==> src/design/gpsr_pkg.sv <==
// Shared types, command codes and reply tables of the game pad serial responder.
package gpsr_pkg;

    // Reply buffer geometry
    localparam int REPLY_DEPTH = 22;
    localparam int BUF_AW      = $clog2(REPLY_DEPTH);
    localparam int IDX_W       = 5;

    // Item kinds carried on the input tuser
    localparam logic [1:0] FUNC_START  = 2'd0;
    localparam logic [1:0] FUNC_BYTE   = 2'd1;
    localparam logic [1:0] FUNC_BUTTON = 2'd2;
    localparam logic [1:0] FUNC_AXIS   = 2'd3;

    // Pad modes
    localparam logic [1:0] MODE_DIGITAL = 2'd0;
    localparam logic [1:0] MODE_ANALOG  = 2'd1;
    localparam logic [1:0] MODE_NATIVE  = 2'd2;

    // Host command bytes
    localparam logic [7:0] CMD_VREF   = 8'h40;
    localparam logic [7:0] CMD_MASKQ  = 8'h41;
    localparam logic [7:0] CMD_POLL   = 8'h42;
    localparam logic [7:0] CMD_CONFIG = 8'h43;
    localparam logic [7:0] CMD_MODE   = 8'h44;
    localparam logic [7:0] CMD_MODEL  = 8'h45;
    localparam logic [7:0] CMD_ACT    = 8'h46;
    localparam logic [7:0] CMD_COMB   = 8'h47;
    localparam logic [7:0] CMD_MODEQ  = 8'h4C;
    localparam logic [7:0] CMD_RUMBLE = 8'h4D;
    localparam logic [7:0] CMD_NATIVE = 8'h4F;

    // Fixed reply bytes
    localparam logic [7:0] RPL_IDLE   = 8'hFF;
    localparam logic [7:0] RPL_CONFIG = 8'hF3;
    localparam logic [7:0] RPL_HEADER = 8'h5A;

    // Reply lengths
    localparam logic [IDX_W-1:0] LEN_SHORT  = IDX_W'(5);
    localparam logic [IDX_W-1:0] LEN_TABLE  = IDX_W'(9);
    localparam logic [IDX_W-1:0] LEN_NATIVE = IDX_W'(21);

    typedef logic [7:0] t_tab7 [7];

    localparam t_tab7 TAB_VREF   = '{8'h5A, 8'h00, 8'h00, 8'h02, 8'h00, 8'h00, 8'h5A};
    localparam t_tab7 TAB_ZERO   = '{8'h5A, 8'h00, 8'h00, 8'h00, 8'h00, 8'h00, 8'h00};
    localparam t_tab7 TAB_MODEL  = '{8'h5A, 8'h03, 8'h02, 8'h00, 8'h02, 8'h01, 8'h00};
    localparam t_tab7 TAB_ACT0   = '{8'h5A, 8'h00, 8'h00, 8'h01, 8'h02, 8'h00, 8'h0A};
    localparam t_tab7 TAB_ACT1   = '{8'h5A, 8'h00, 8'h00, 8'h01, 8'h01, 8'h01, 8'h14};
    localparam t_tab7 TAB_COMB   = '{8'h5A, 8'h00, 8'h00, 8'h02, 8'h00, 8'h01, 8'h00};
    localparam t_tab7 TAB_NATIVE = '{8'h5A, 8'h00, 8'h00, 8'h00, 8'h00, 8'h00, 8'h5A};

    localparam logic [7:0] MODE_REPLY [4] = '{8'h41, 8'h73, 8'h79, 8'h79};

    // Button positions reported in the pressure bytes, in reply order
    localparam logic [3:0] PRESS_ORDER [12] = '{4'd5, 4'd7, 4'd4, 4'd6, 4'd12, 4'd13,
                                                4'd14, 4'd15, 4'd10, 4'd11, 4'd8, 4'd9};

    typedef struct packed {
        logic [1:0] func;
        logic [7:0] data_byte;
        logic [3:0] button_index;
        logic       button_pressed;
        logic       stick_select;
        logic       axis_select;
    } t_item;

    typedef struct packed {
        logic [7:0] reply_byte;
        logic       overrun;
        logic       bad_command;
    } t_result;

endpackage

==> src/design/gpsr_engine.sv <==
// Pad state and command engine: updates the state and forms the reply for one item.
module gpsr_engine
    import gpsr_pkg::*;
(
    input  logic    i_clk,
    input  logic    i_rst_n,
    input  logic    i_fire,
    input  t_item   i_item,
    output t_result o_result
);

    logic [7:0]       r_buf [REPLY_DEPTH];
    logic [7:0]       n_buf [REPLY_DEPTH];
    logic [IDX_W-1:0] r_idx, n_idx;
    logic [IDX_W-1:0] r_len, n_len;
    logic [7:0]       r_cmd, n_cmd;
    logic             r_in_config, n_in_config;
    logic [1:0]       r_mode, n_mode;
    logic             r_locked, n_locked;
    logic [7:0]       r_mask [2];
    logic [7:0]       n_mask [2];
    logic [15:0]      r_buttons, n_buttons;
    logic [7:0]       r_axes [4];
    logic [7:0]       n_axes [4];
    logic [7:0]       r_rumble [8];
    logic [7:0]       n_rumble [8];

    logic [IDX_W-1:0] w_idx_inc;
    logic [7:0]       w_v;
    t_tab7            w_tab;
    logic             w_load;
    logic             w_poll;
    logic             w_read;
    logic             w_rumble_rst;

    assign w_v       = i_item.data_byte;
    assign w_idx_inc = r_idx + IDX_W'(1);

    always_comb begin
        n_buf        = r_buf;
        n_idx        = r_idx;
        n_len        = r_len;
        n_cmd        = r_cmd;
        n_in_config  = r_in_config;
        n_mode       = r_mode;
        n_locked     = r_locked;
        n_mask       = r_mask;
        n_buttons    = r_buttons;
        n_axes       = r_axes;
        n_rumble     = r_rumble;
        w_tab        = TAB_ZERO;
        w_load       = 1'b0;
        w_poll       = 1'b0;
        w_read       = 1'b0;
        w_rumble_rst = 1'b0;
        o_result     = '0;

        case (i_item.func)
            FUNC_BUTTON: begin
                n_buttons[i_item.button_index] = ~i_item.button_pressed;
            end
            FUNC_AXIS: begin
                n_axes[{i_item.stick_select, i_item.axis_select}] = w_v;
            end
            FUNC_START: begin
                n_idx               = '0;
                n_len               = LEN_SHORT;
                o_result.reply_byte = RPL_IDLE;
            end
            default: begin
                if (r_idx > r_len) begin
                    o_result.overrun = 1'b1;
                end else if (r_idx == '0) begin
                    n_idx = IDX_W'(1);
                    if (!r_in_config && w_v != CMD_POLL && w_v != CMD_CONFIG) begin
                        // Outside config only poll and config commands are answered; the rest overrun.
                        n_len               = '0;
                        o_result.reply_byte = RPL_CONFIG;
                    end else begin
                        n_cmd               = w_v;
                        o_result.reply_byte = RPL_CONFIG;
                        case (w_v)
                            CMD_CONFIG: begin
                                if (r_in_config) begin
                                    w_load = 1'b1;
                                end else begin
                                    w_poll              = 1'b1;
                                    o_result.reply_byte = MODE_REPLY[r_mode];
                                end
                            end
                            CMD_POLL: begin
                                w_poll              = 1'b1;
                                o_result.reply_byte = MODE_REPLY[r_mode];
                            end
                            CMD_VREF: begin
                                w_tab  = TAB_VREF;
                                w_load = 1'b1;
                            end
                            CMD_MASKQ: begin
                                w_load = 1'b1;
                                if (r_mode != MODE_DIGITAL) begin
                                    w_tab[1] = r_mask[0];
                                    w_tab[2] = r_mask[1];
                                    w_tab[3] = 8'h03;
                                    w_tab[6] = RPL_HEADER;
                                end
                            end
                            CMD_MODE: begin
                                w_load       = 1'b1;
                                w_rumble_rst = 1'b1;
                            end
                            CMD_MODEL: begin
                                w_tab    = TAB_MODEL;
                                w_tab[3] = {7'd0, r_mode != MODE_DIGITAL};
                                w_load   = 1'b1;
                            end
                            CMD_ACT: begin
                                w_tab  = TAB_ACT0;
                                w_load = 1'b1;
                            end
                            CMD_COMB: begin
                                w_tab  = TAB_COMB;
                                w_load = 1'b1;
                            end
                            CMD_MODEQ: begin
                                w_load = 1'b1;
                            end
                            CMD_RUMBLE: begin
                                // Hand back the old rumble bytes, then restore defaults.
                                for (int k = 0; k < 7; k++) begin
                                    w_tab[k] = r_rumble[k];
                                end
                                w_load       = 1'b1;
                                w_rumble_rst = 1'b1;
                            end
                            CMD_NATIVE: begin
                                w_tab  = TAB_NATIVE;
                                w_load = 1'b1;
                            end
                            default: begin
                                n_len                = '0;
                                o_result.bad_command = 1'b1;
                                o_result.reply_byte  = RPL_IDLE;
                            end
                        endcase
                    end
                end else begin
                    n_idx  = w_idx_inc;
                    w_read = 1'b1;
                    case (r_cmd)
                        CMD_CONFIG: begin
                            if (w_idx_inc == IDX_W'(3)) begin
                                n_in_config = (w_v != 8'd0);
                            end
                        end
                        CMD_MODE: begin
                            if (w_idx_inc == IDX_W'(3)) begin
                                if (w_v < 8'd2 && !r_locked) begin
                                    n_mode = w_v[0] ? MODE_ANALOG : MODE_DIGITAL;
                                end
                            end else if (w_idx_inc == IDX_W'(4)) begin
                                n_locked = (w_v == 8'd3);
                            end
                        end
                        CMD_ACT: begin
                            if (w_idx_inc == IDX_W'(3) && w_v < 8'd2) begin
                                w_tab  = w_v[0] ? TAB_ACT1 : TAB_ACT0;
                                w_load = 1'b1;
                            end
                        end
                        CMD_MODEQ: begin
                            if (w_idx_inc == IDX_W'(3) && w_v < 8'd2) begin
                                n_buf[6] = w_v[0] ? 8'd7 : 8'd4;
                            end
                        end
                        CMD_RUMBLE: begin
                            if (w_idx_inc >= IDX_W'(3) && w_idx_inc <= IDX_W'(9)) begin
                                n_rumble[3'(w_idx_inc - IDX_W'(2))] = w_v;
                            end
                        end
                        CMD_NATIVE: begin
                            if (w_idx_inc == IDX_W'(3)) begin
                                n_mask[0] = w_v;
                            end else if (w_idx_inc == IDX_W'(4)) begin
                                n_mask[1] = w_v;
                            end else if (w_idx_inc == IDX_W'(5)) begin
                                if (!w_v[0]) begin
                                    n_mode = MODE_DIGITAL;
                                end else if (!w_v[1]) begin
                                    n_mode = MODE_ANALOG;
                                end else begin
                                    n_mode = MODE_NATIVE;
                                end
                            end
                        end
                        default: begin
                        end
                    endcase
                end
            end
        endcase

        if (w_load) begin
            for (int k = 0; k < 7; k++) begin
                n_buf[2 + k] = w_tab[k];
            end
            n_len = LEN_TABLE;
        end

        if (w_rumble_rst) begin
            n_rumble[0] = RPL_HEADER;
            for (int k = 1; k < 8; k++) begin
                n_rumble[k] = 8'hFF;
            end
        end

        if (w_poll) begin
            n_buf[2] = RPL_HEADER;
            n_buf[3] = r_buttons[7:0];
            n_buf[4] = r_buttons[15:8];
            n_len    = LEN_SHORT;
            if (r_mode != MODE_DIGITAL) begin
                n_len = LEN_TABLE;
                for (int k = 0; k < 4; k++) begin
                    n_buf[5 + k] = r_axes[k];
                end
                if (r_mode != MODE_ANALOG && !r_in_config) begin
                    // A pressed button reads full pressure, a released one zero.
                    for (int k = 0; k < 12; k++) begin
                        n_buf[9 + k] = {8{~r_buttons[PRESS_ORDER[k]]}};
                    end
                    n_len = LEN_NATIVE;
                end
            end
        end

        if (w_read) begin
            if ({1'b0, w_idx_inc} < (IDX_W + 1)'(REPLY_DEPTH)) begin
                o_result.reply_byte = n_buf[w_idx_inc[BUF_AW-1:0]];
            end else begin
                o_result.overrun    = 1'b1;
                o_result.reply_byte = '0;
            end
        end
    end

    always_ff @(posedge i_clk) begin
        if (i_fire) begin
            r_buf <= n_buf;
        end
    end

    always_ff @(posedge i_clk) begin
        if (!i_rst_n) begin
            r_idx       <= '0;
            r_len       <= '0;
            r_cmd       <= '0;
            r_in_config <= 1'b0;
            r_mode      <= MODE_DIGITAL;
            r_locked    <= 1'b0;
            r_mask      <= '{8'hFF, 8'hFF};
            r_buttons   <= 16'hFFFF;
            r_axes      <= '{8'h80, 8'h80, 8'h80, 8'h80};
            r_rumble    <= '{8'h5A, 8'hFF, 8'hFF, 8'hFF, 8'hFF, 8'hFF, 8'hFF, 8'hFF};
        end else if (i_fire) begin
            r_idx       <= n_idx;
            r_len       <= n_len;
            r_cmd       <= n_cmd;
            r_in_config <= n_in_config;
            r_mode      <= n_mode;
            r_locked    <= n_locked;
            r_mask      <= n_mask;
            r_buttons   <= n_buttons;
            r_axes      <= n_axes;
            r_rumble    <= n_rumble;
        end
    end

endmodule

==> src/design/game_pad_serial_responder_top.sv <==
// Top level of the game pad serial responder: stream handshakes around the command engine.
//
// The block answers a host's byte-exchange serial link on behalf of a game pad.
// Input channel (s_axis): tuser carries the item kind (start of transfer, host byte,
// button event, stick axis update); tdata carries the host byte or axis value, the
// button position and press flag, and the stick and axis selectors.
// Output channel (m_axis): one item for every start or host byte, none for button
// and stick events. tdata is the reply byte; tuser flags overrun (reply beyond the
// current reply length, data zero) and bad command (unknown command in config, 0xFF).
// An item accepted at a clock edge is held in the input register, processed once the
// result register can take its reply, and the reply is then offered from that register.
// One item is taken every cycle while the receiver keeps up; the engine's update of
// the pad state and reply buffer is a single combinational pass between the input
// register and the result register.
// When the receiver stalls, the reply waits in the result register and the item
// behind it waits in the input register; tready drops only once both are full.
// Synchronous reset (active low) empties both registers and restores the pad
// state: digital mode, unlocked, all buttons released, sticks centred.
module game_pad_serial_responder_top
    import gpsr_pkg::*;
(
    input  logic        i_clk,
    input  logic        i_rst_n,
    input  logic        i_s_axis_tvalid,
    output logic        o_s_axis_tready,
    // [7:0] data_byte, [11:8] button_index, [12] button_pressed,
    // [13] stick_select, [14] axis_select, [15] zero
    input  logic [15:0] i_s_axis_tdata,
    // [1:0] func
    input  logic [1:0]  i_s_axis_tuser,
    output logic        o_m_axis_tvalid,
    input  logic        i_m_axis_tready,
    // [7:0] reply_byte
    output logic [7:0]  o_m_axis_tdata,
    // [0] overrun, [1] bad_command
    output logic [1:0]  o_m_axis_tuser
);

    logic    r_in_valid, n_in_valid;
    t_item   r_in_item;
    logic    r_out_valid, n_out_valid;
    t_result r_out;
    t_result w_result;
    logic    w_out_free;
    logic    w_fire;
    logic    w_accept;
    logic    w_has_result;

    // The engine runs when the result register can take whatever it produces.
    assign w_out_free   = !r_out_valid || i_m_axis_tready;
    assign w_fire       = r_in_valid && w_out_free;
    assign w_has_result = w_fire &&
                          (r_in_item.func == FUNC_START || r_in_item.func == FUNC_BYTE);

    assign o_s_axis_tready = !r_in_valid || w_fire;
    assign w_accept        = i_s_axis_tvalid && o_s_axis_tready;

    assign n_in_valid  = w_accept || (r_in_valid && !w_fire);
    assign n_out_valid = w_has_result || (r_out_valid && !i_m_axis_tready);

    always_ff @(posedge i_clk) begin
        if (!i_rst_n) begin
            r_in_valid  <= 1'b0;
            r_out_valid <= 1'b0;
        end else begin
            r_in_valid  <= n_in_valid;
            r_out_valid <= n_out_valid;
        end
    end

    always_ff @(posedge i_clk) begin
        if (w_accept) begin
            r_in_item.func           <= i_s_axis_tuser;
            r_in_item.data_byte      <= i_s_axis_tdata[7:0];
            r_in_item.button_index   <= i_s_axis_tdata[11:8];
            r_in_item.button_pressed <= i_s_axis_tdata[12];
            r_in_item.stick_select   <= i_s_axis_tdata[13];
            r_in_item.axis_select    <= i_s_axis_tdata[14];
        end
        if (w_has_result) begin
            r_out <= w_result;
        end
    end

    gpsr_engine u_engine (
        .i_clk    (i_clk),
        .i_rst_n  (i_rst_n),
        .i_fire   (w_fire),
        .i_item   (r_in_item),
        .o_result (w_result)
    );

    assign o_m_axis_tvalid = r_out_valid;
    assign o_m_axis_tdata  = r_out.reply_byte;
    assign o_m_axis_tuser  = {r_out.bad_command, r_out.overrun};

endmodule

==> config.mk <==
export PLATFORM = sky130hd
export DESIGN_NAME = game_pad_serial_responder_top
export DESIGN_NICKNAME = d
export VERILOG_FILES = /design/src/design/gpsr_pkg.sv /design/src/design/gpsr_engine.sv /design/src/design/game_pad_serial_responder_top.sv
export SDC_FILE = /design/constraint.sdc
export NUM_CORES = 1
export LEC_CHECK = 0
export BUFFER_PORTS_ARGS = -buffer_cell sky130_fd_sc_hd__buf_4
export CORE_MARGIN = 10
export CORE_UTILIZATION = 45
export DETAILED_ROUTE_END_ITERATION = 8
export GPL_TIMING_DRIVEN = 1
export SLEW_MARGIN = 10
export SYNTH_ARGS = -nofsm -noshare
export SYNTH_HDL_FRONTEND = slang
export SYNTH_SLANG_ARGS = --single-unit
==> constraint.sdc <==
create_clock -name i_clk -period 6 [get_ports i_clk]
set_input_delay 0.3 -clock i_clk [delete_from_list [all_inputs] [get_ports i_clk]]
set_output_delay 0.3 -clock i_clk [all_outputs]
set_load 0.1 [all_outputs]
==> impl_metrics.py, run 1 <==
metrics = {
    "global_routing": {
        "track_usage_pct": 24.6,
        "grt_pass1_vias": 13100,
        "grt_first_pass_wirelength_um": 83500,
        "grt_overflow_total": 0,
        "grt_antenna_before_repair": 0,
        "grt_max_degree": 85,
    },
    "yosys": {
        "synthCells": 1718,
        "synth.distinct_cells": 92,
        "syn-num-nets": 1748,
        "synth_edf_count": 179,
        "ys_async_sr_fraction_pct": 0,
        "ys_ff_latch": 322,
        "yosysSeqAreaShare_pct": 50.6,
        "synthDominantCellAreaShare_pct": 33.0,
        "syn_area_mm2": 0.0163,
        "synthFlopType": "edfxtp_1",
        "synth_warnings": 0,
        "synth_area_leaders": "edfxtp_1 33%, dfxtp_1 18%, nand2_1 8.8%, mux2i_1 6.2%, nor2_1 3.1%",
        "synth_top_area_cell": "edfxtp_1",
        "synth_area_per_cell_um2": 9.47,
    },
    "setup_path": {
        "cp.required_ns": 6.31,
        "crit_end": "o_m_axis_tdata[1]",
        "reg2reg_slack_ns": 1.31,
        "reg2regPathDepth": 11,
        "r2r_start": "u_engine.r_idx[0]",
        "end_kind": "flip-flop",
        "crit_path_start": "u_engine.r_idx[0]",
        "critPathMaxFanout": 9,
        "crit_type": "flip-flop to flip-flop",
        "start_kind": "flip-flop",
        "timing.rr.end": "o_m_axis_tdata[1]",
        "crit_arrival_ns": 5.00,
    },
    "pwr": {
        "power_density_mw_per_mm2": 269,
        "p_clk_share_pct": 46.4,
        "leakage_nw": 6.53,
        "pwr-share-comb_pct": 5.7,
        "internal_power_w": 0.00378,
        "sw_frac_of_total_pct": 23.5,
        "p_sw_w": 0.00116,
        "peakVddDrop_mv": 0.177,
        "p_seq_share_pct": 47.9,
    },
    "drt": {
        "vias_per_cell": 6.18,
        "drt-initial-drc-count": 1550,
        "wire_per_inst_um": 24.9,
        "vias": 13800,
        "remaining_drc_errors": 0,
        "ant_nets": 0,
        "first_pass_iters": 6,
        "routed_wl_um": 55500,
    },
    "sta": {
        "hold_slack_ns": 0.109,
        "setup-tns-final_ns": 0,
        "setup_violations": 0,
        "fin_ws_ns": 1.31,
        "hold_viol_final": 0,
        "fmax_ghz": 0.213,
        "min_period_ns": 4.69,
        "slew_viol_final": 0,
        "rsz0062_at_grt": "no",
        "tightest_slew_ns": 1.13,
        "finalCritPeriodShare_pct": 78.2,
        "slew_headroom_pct": 24.2,
        "fin_worst_skew_ns": 0.0207,
    },
    "cts": {
        "cts.path.max_buffers": 3,
        "cts-htree-levels": 2,
        "post_cts_resized": 0,
        "clk_latency_ns": 0.56,
        "numCtsBuffers": 38,
        "cts_tree": "done",
        "path_clk_slew_ns": 0.05,
        "cts.sinks": 322,
        "cts-root-buf": "clkbuf_16",
    },
    "worst_hold_path": {
        "hold_path.class": "primary input to flip-flop",
        "holdPathStages": 3,
    },
    "layout": {
        "area_delta_synth_final_pct": 13.0,
        "area.sequential_mm2": 0.00824,
        "antennaDiodeCount": 0,
        "postLayoutCoreUtil_pct": 51.6,
        "drive_gt1_share_pct": 9.98,
        "fillers": 3318,
        "multi_input_area_mm2": 0.00751,
        "fin_nets": 1765,
        "fin_cells": 2225,
    },
    "floorplanning": {
        "die_w_um": 210,
        "rows": 69,
        "die_area_mm2": 0.0442,
        "design.core.area_mm2": 0.0357,
        "dieHeight_um": 210,
        "boundaryPins": 34,
        "initial_core_util_pct": 45.6,
    },
    "place": {
        "port_buffers": 32,
        "dp_hpwl_um": 38300,
        "gp_congestion": 0.971,
        "dp.cells": 2138,
        "pre_cts_ws_ns": 1.51,
    },
    "outcome": {
        "status": "finished clean",
    },
    "job": {
        "maxCapViolCount": 0,
    },
}
## layout make-up
| class | count | share of cell area (%) |
|---|---|---|
| clock inverters | 13 | 0.728 |
| flip-flops and latches | 322 | 44.8 |
| clock buffers | 56 | 5.93 |
| repair buffers | 95 | 4.12 |
| multi-input cells | 1259 | 40.9 |
| inverters | 19 | 0.415 |
| well taps | 461 | 3.14 |
## how the worst min path moves through the flow
stage                                       end             startpoint
after detailed placement  u_engine.r_rumble[46]  u_engine.r_rumble[46]
after floorplan                    r_in_item[0]     i_s_axis_tdata[14]
after global placement    u_engine.r_rumble[25]  u_engine.r_rumble[25]
after CTS                       o_m_axis_tvalid        i_m_axis_tready
after global routing            o_m_axis_tvalid        i_m_axis_tready
final                           o_m_axis_tvalid        i_m_axis_tready
## power by group through the flow
stage               Sequential (W)  Clock, W  Combinational [W]
floorplan                  0.00242         0           0.000159
detailed placement         0.00241         0           0.000268
global placement           0.00241         0           0.000267
CTS                        0.00236   0.00232           0.000278
finish                     0.00236   0.00229           0.000284
global route               0.00237   0.00240           0.000300
## cell usage in the layout (no fill, tap or decap), types with 12 or more instances in the layout
cell type and n:
o22ai_1 27, a211oi_1 17, a31oi_1 13, nand2b_1 29
and2_1 13, inv_1 18, a22oi_1 31, and3_1 14
dlygate4sd3_1 18, clkbuf_16 39, dfxtp_1 143, o21ai_0 75
a21oi_1 54, nor2_1 136, nor4_1 15, edfxtp_1 179
nand2_1 382, clkbuf_1 12, nor3_1 27, nand3_1 22
buf_4 77, mux2i_1 101, nor2b_1 55
## per-layer routing
metal | global-route usage (%) | part of all wire [%] | vias to the layer above
li1 | - | - | 6289
met1 | 33.9 | 43 | 6652
met2 | 37.0 | 44 | 685
met3 | 4.41 | 8.8 | 127
met4 | 10.8 | 4.1 | 0
met5 | 0 | 0 | -
## worst max-delay path, stage by stage (launching register included)
cell and delay, ns:
dfxtp_1 0.31, inv_1 0.37, ha_1 0.37, or4b_4 0.62
nor2_8 0.19, o2111a_1 0.49, nand2b_1 0.38, nand2_1 0.29
o32ai_1 0.13, nor4_1 0.65, o22ai_1 0.22, o311ai_1 0.44
## Yosys cell counts (8+ instances only)
| library cell | number |
|---|---|
| nand2_1 | 382 |
| edfxtp_1 | 179 |
| dfxtp_1 | 143 |
| nor2_1 | 136 |
| mux2i_1 | 101 |
| clkbuf_1 | 89 |
| o21ai_0 | 75 |
| nor2b_1 | 55 |
| a21oi_1 | 54 |
| a22oi_1 | 31 |
| nand2b_1 | 29 |
| nor3_1 | 27 |
| o22ai_1 | 27 |
| nand3_1 | 22 |
| a211oi_1 | 19 |
| inv_1 | 19 |
| buf_1 | 16 |
| nor4_1 | 15 |
| and3_1 | 14 |
| a31oi_1 | 13 |
| and2_1 | 13 |
| a221oi_1 | 11 |
| a22o_1 | 11 |
| nand4_1 | 11 |
| o211ai_1 | 11 |
| o22a_1 | 11 |
| o311ai_0 | 11 |
| o21a_1 | 10 |
| or3_1 | 10 |
| buf_2 | 9 |
| ha_1 | 8 |
| or2_2 | 8 |
## timing repair
item | CTS | global route
setup buffers | 0 | 0
hold endpoints to repair | 18 | 0
hold buffers | 18 | 0
## through the flow
stage | instance area, um^2 | power, W
final | 18400 | 0.00494
after global routing | 18400 | 0.00506
after CTS | 18400 | 0.00497
after detailed placement | 17000 | 0.00268
after global placement | 17000 | 0.00268
after floorplan | 16300 | 0.00258
## cell families after synthesis
family / synth area share, %
DFF: 50.6
and+or+nand+nor: 21.5
AOI/OAI and AO/OA: 16.4
xor gates and xnor gates: 0.484
buffers and inverters: 3.39
adders and majority gates: 0.615
muxes: 6.90
## sequential cells by signal, indices dropped and copies added, names as in the netlist
register,flops
u_engine.r_in_config,1
u_engine.r_locked,1
u_engine.r_idx,5
o_m_axis_tuser,2
o_m_axis_tdata,8
o_m_axis_tvalid,1
u_engine.r_mask,16
u_engine.r_cmd,8
u_engine.r_len,4
u_engine.r_buttons,16
r_in_item,17
r_in_valid,1
u_engine.r_axes,32
u_engine.r_buf,152
u_engine.r_mode,2
u_engine.r_rumble,56
(Power assumes the default switching activity.)
==> inputs of run 2 (changes only) <==
==> constraint.sdc (replaced) <==
create_clock -name i_clk -period 4.8 [get_ports i_clk]
set_input_delay 0.24 -clock i_clk [delete_from_list [all_inputs] [get_ports i_clk]]
set_output_delay 0.24 -clock i_clk [all_outputs]
set_load 0.1 [all_outputs]
==> run 2 against run 1 <==
Compared with the run above: register-to-register slack worse by 0.80 ns; final cell count grew 1.2%; worst hold slack worse by 0.041 ns; routed wire length up 1.8%; critical path depth increased by 1; global-route usage grew 0.54 points.
==> impl_metrics.py, run 2 (synthesis gave the netlist of run 1 again) <==
metrics = {
    "layout": {
        "area_delta_synth_final_pct": 14.1,
        "reg_top3": "u_engine.r_buf: 152 flops, u_engine.r_rumble: 56 flops, u_engine.r_axes: 32 flops",
        "largest-register": "u_engine.r_buf",
        "fin_nets": 1791,
        "largest_register_ffs": 152,
        "fin_area_mm2": 0.0186,
        "drive_gt1_share_pct": 11.3,
        "final_common_cell": "nand2_1",
        "fillers": 3342,
        "final_cell_mix": "382 x nand2_1, 179 x edfxtp_1, 143 x dfxtp_1",
        "antennaDiodeCount": 0,
    },
    "global_routing": {
        "grt_overflow_total": 0,
        "grt_first_pass_wirelength_um": 84900,
        "grt_antenna_before_repair": 0,
        "track_usage_pct": 25.1,
        "grt_max_degree": 79,
        "grt_pass1_vias": 13200,
    },
    "pwr": {
        "peakVddDrop_mv": 0.225,
        "leakage_nw": 6.64,
        "power_density_mw_per_mm2": 331,
    },
    "sta": {
        "hold_viol_final": 0,
        "fmax_ghz": 0.233,
        "setup-tns-final_ns": 0,
        "tightest_slew_ns": 1.20,
        "min_period_ns": 4.29,
        "setup_violations": 0,
        "rsz0062_at_grt": "no",
        "fin_worst_skew_ns": 0.0221,
        "slew_viol_final": 0,
        "finalCritPeriodShare_pct": 89.4,
        "slew_headroom_pct": 19.6,
    },
    "cts": {
        "numCtsBuffers": 38,
        "cts_tree": "done",
        "path_clk_slew_ns": 0.05,
        "post_cts_buffers": 0,
        "clk_latency_ns": 0.55,
        "post_cts_resized": 0,
        "cts-htree-levels": 2,
        "cts.sinks": 322,
        "cts.path.max_buffers": 3,
        "cts-root-buf": "clkbuf_16",
        "holdBufCountCts": 18,
    },
    "setup_path": {
        "critPathMaxFanout": 11,
        "crit_top_cell": "buf_4",
        "reg2reg_slack_ns": 0.51,
        "slowest_delay_ns": 0.66,
        "start_kind": "flip-flop",
        "crit_buf_inv": 2,
        "crit_family": "compound AO/OA/AOI/OAI gates",
        "crit_chain": "ha_1 -> and3_1 -> a221oi_2 -> o2111a_1 -> buf_4 -> nand2b_1 -> nand2_1 -> o21ai_0 -> nor4_1 -> buf_4 -> o22ai_1 -> o311ai_1",
        "r2r_start": "u_engine.r_idx[2]",
        "slowest_stage": "dfxtp_1",
        "reg2regPathDepth": 12,
        "end_kind": "flip-flop",
        "timing.rr.end": "o_m_axis_tdata[1]",
        "crit_arrival_ns": 4.58,
        "crit_type": "flip-flop to flip-flop",
        "cp.required_ns": 5.09,
    },
    "outcome": {
        "status": "finished clean",
    },
    "drt": {
        "remaining_drc_errors": 0,
        "drt-initial-drc-count": 1615,
        "ant_nets": 0,
        "first_pass_iters": 6,
        "wire_per_inst_um": 25.1,
        "vias": 13900,
        "vias_per_cell": 6.17,
        "routed_wl_um": 56500,
    },
    "floorplanning": {
        "initial_core_util_pct": 45.6,
        "boundaryPins": 34,
        "rows": 69,
        "die_area_mm2": 0.0442,
        "design.core.area_mm2": 0.0357,
        "dieHeight_um": 210,
        "die_w_um": 210,
    },
    "place": {
        "gp_congestion": 0.997,
        "dp_hpwl_um": 39400,
        "placed_area_mm2": 0.0172,
        "port_buffers": 32,
    },
    "worst_hold_path": {
        "holdPathStages": 3,
        "hold_end": "o_m_axis_tvalid",
        "hold_path.class": "primary input to flip-flop",
        "hp-start": "i_m_axis_tready",
    },
    "job": {
        "maxCapViolCount": 0,
    },
}
-- run 2: layout make-up --
| class | count | area (um^2) | share of cell area [%] |
|---|---|---|---|
| clock buffer | 62 | 1160 | 6.27 |
| clock inverter | 8 | 43.8 | 0.236 |
| inverter | 19 | 75.1 | 0.404 |
| multi-input combinational | 1259 | 7510 | 40.5 |
| sequential | 322 | 8240 | 44.4 |
| tap | 461 | 577 | 3.11 |
| timing repair buffer | 121 | 953 | 5.14 |
-- run 2: power breakdown --
group          switching (W)  internal (W)  total (W)  leakage (nW)
logic               0.000262      0.000106   0.000368          3.64
registers          0.0000191       0.00293    0.00295          2.42
clock network        0.00116       0.00166    0.00282         0.590
-- run 2: per-stage QoR --
step / hold WS, ns / total power [W] / utilization (%) / instances / setup WS (ns)
after detailed placement: 0.420 / 0.00336 / 48.2 / 2164 / 0.590
after global routing: 0.0673 / 0.00631 / 52.1 / 2252 / 0.156
after global placement: 0.418 / 0.00336 / 48.2 / 2164 / 0.602
final: 0.0679 / 0.00614 / 52.1 / 2252 / 0.510
after floorplan: 0.339 / 0.00323 / - / 1718 / 0.154
after CTS: 0.0542 / 0.00616 / 52.1 / 2252 / 0.584
-- run 2: per-layer routing --
layer	global-route usage, %	up-vias	wire length (um)
met5	0	-	0
met2	37.5	668	24400
li1	-	6349	-
met3	4.41	110	5160
met4	10.4	0	2230
met1	35.2	6757	24700
-- run 2: how the worst max path moves through the flow --
| stage | from | end | slack, ns | cells past startpoint |
|---|---|---|---|---|
| after floorplan | o_m_axis_tvalid | u_engine.r_axes[7] | 0.15 | 7 |
| after global placement | u_engine.r_idx[2] | o_m_axis_tdata[1] | 0.60 | 12 |
| after detailed placement | u_engine.r_idx[2] | o_m_axis_tdata[1] | 0.59 | 12 |
| after CTS | u_engine.r_idx[2] | o_m_axis_tdata[1] | 0.58 | 12 |
| after global routing | u_engine.r_idx[2] | o_m_axis_tdata[1] | 0.16 | 12 |
| final | u_engine.r_idx[2] | o_m_axis_tdata[1] | 0.51 | 12 |
-- run 2: worst min-delay path, delay by kind of cell --
family,cells,cell delay [ns]
and+or+nand+nor,1,0.06
AOI/OAI and AO/OA,1,0.18
buffers and inverters,1,0.08
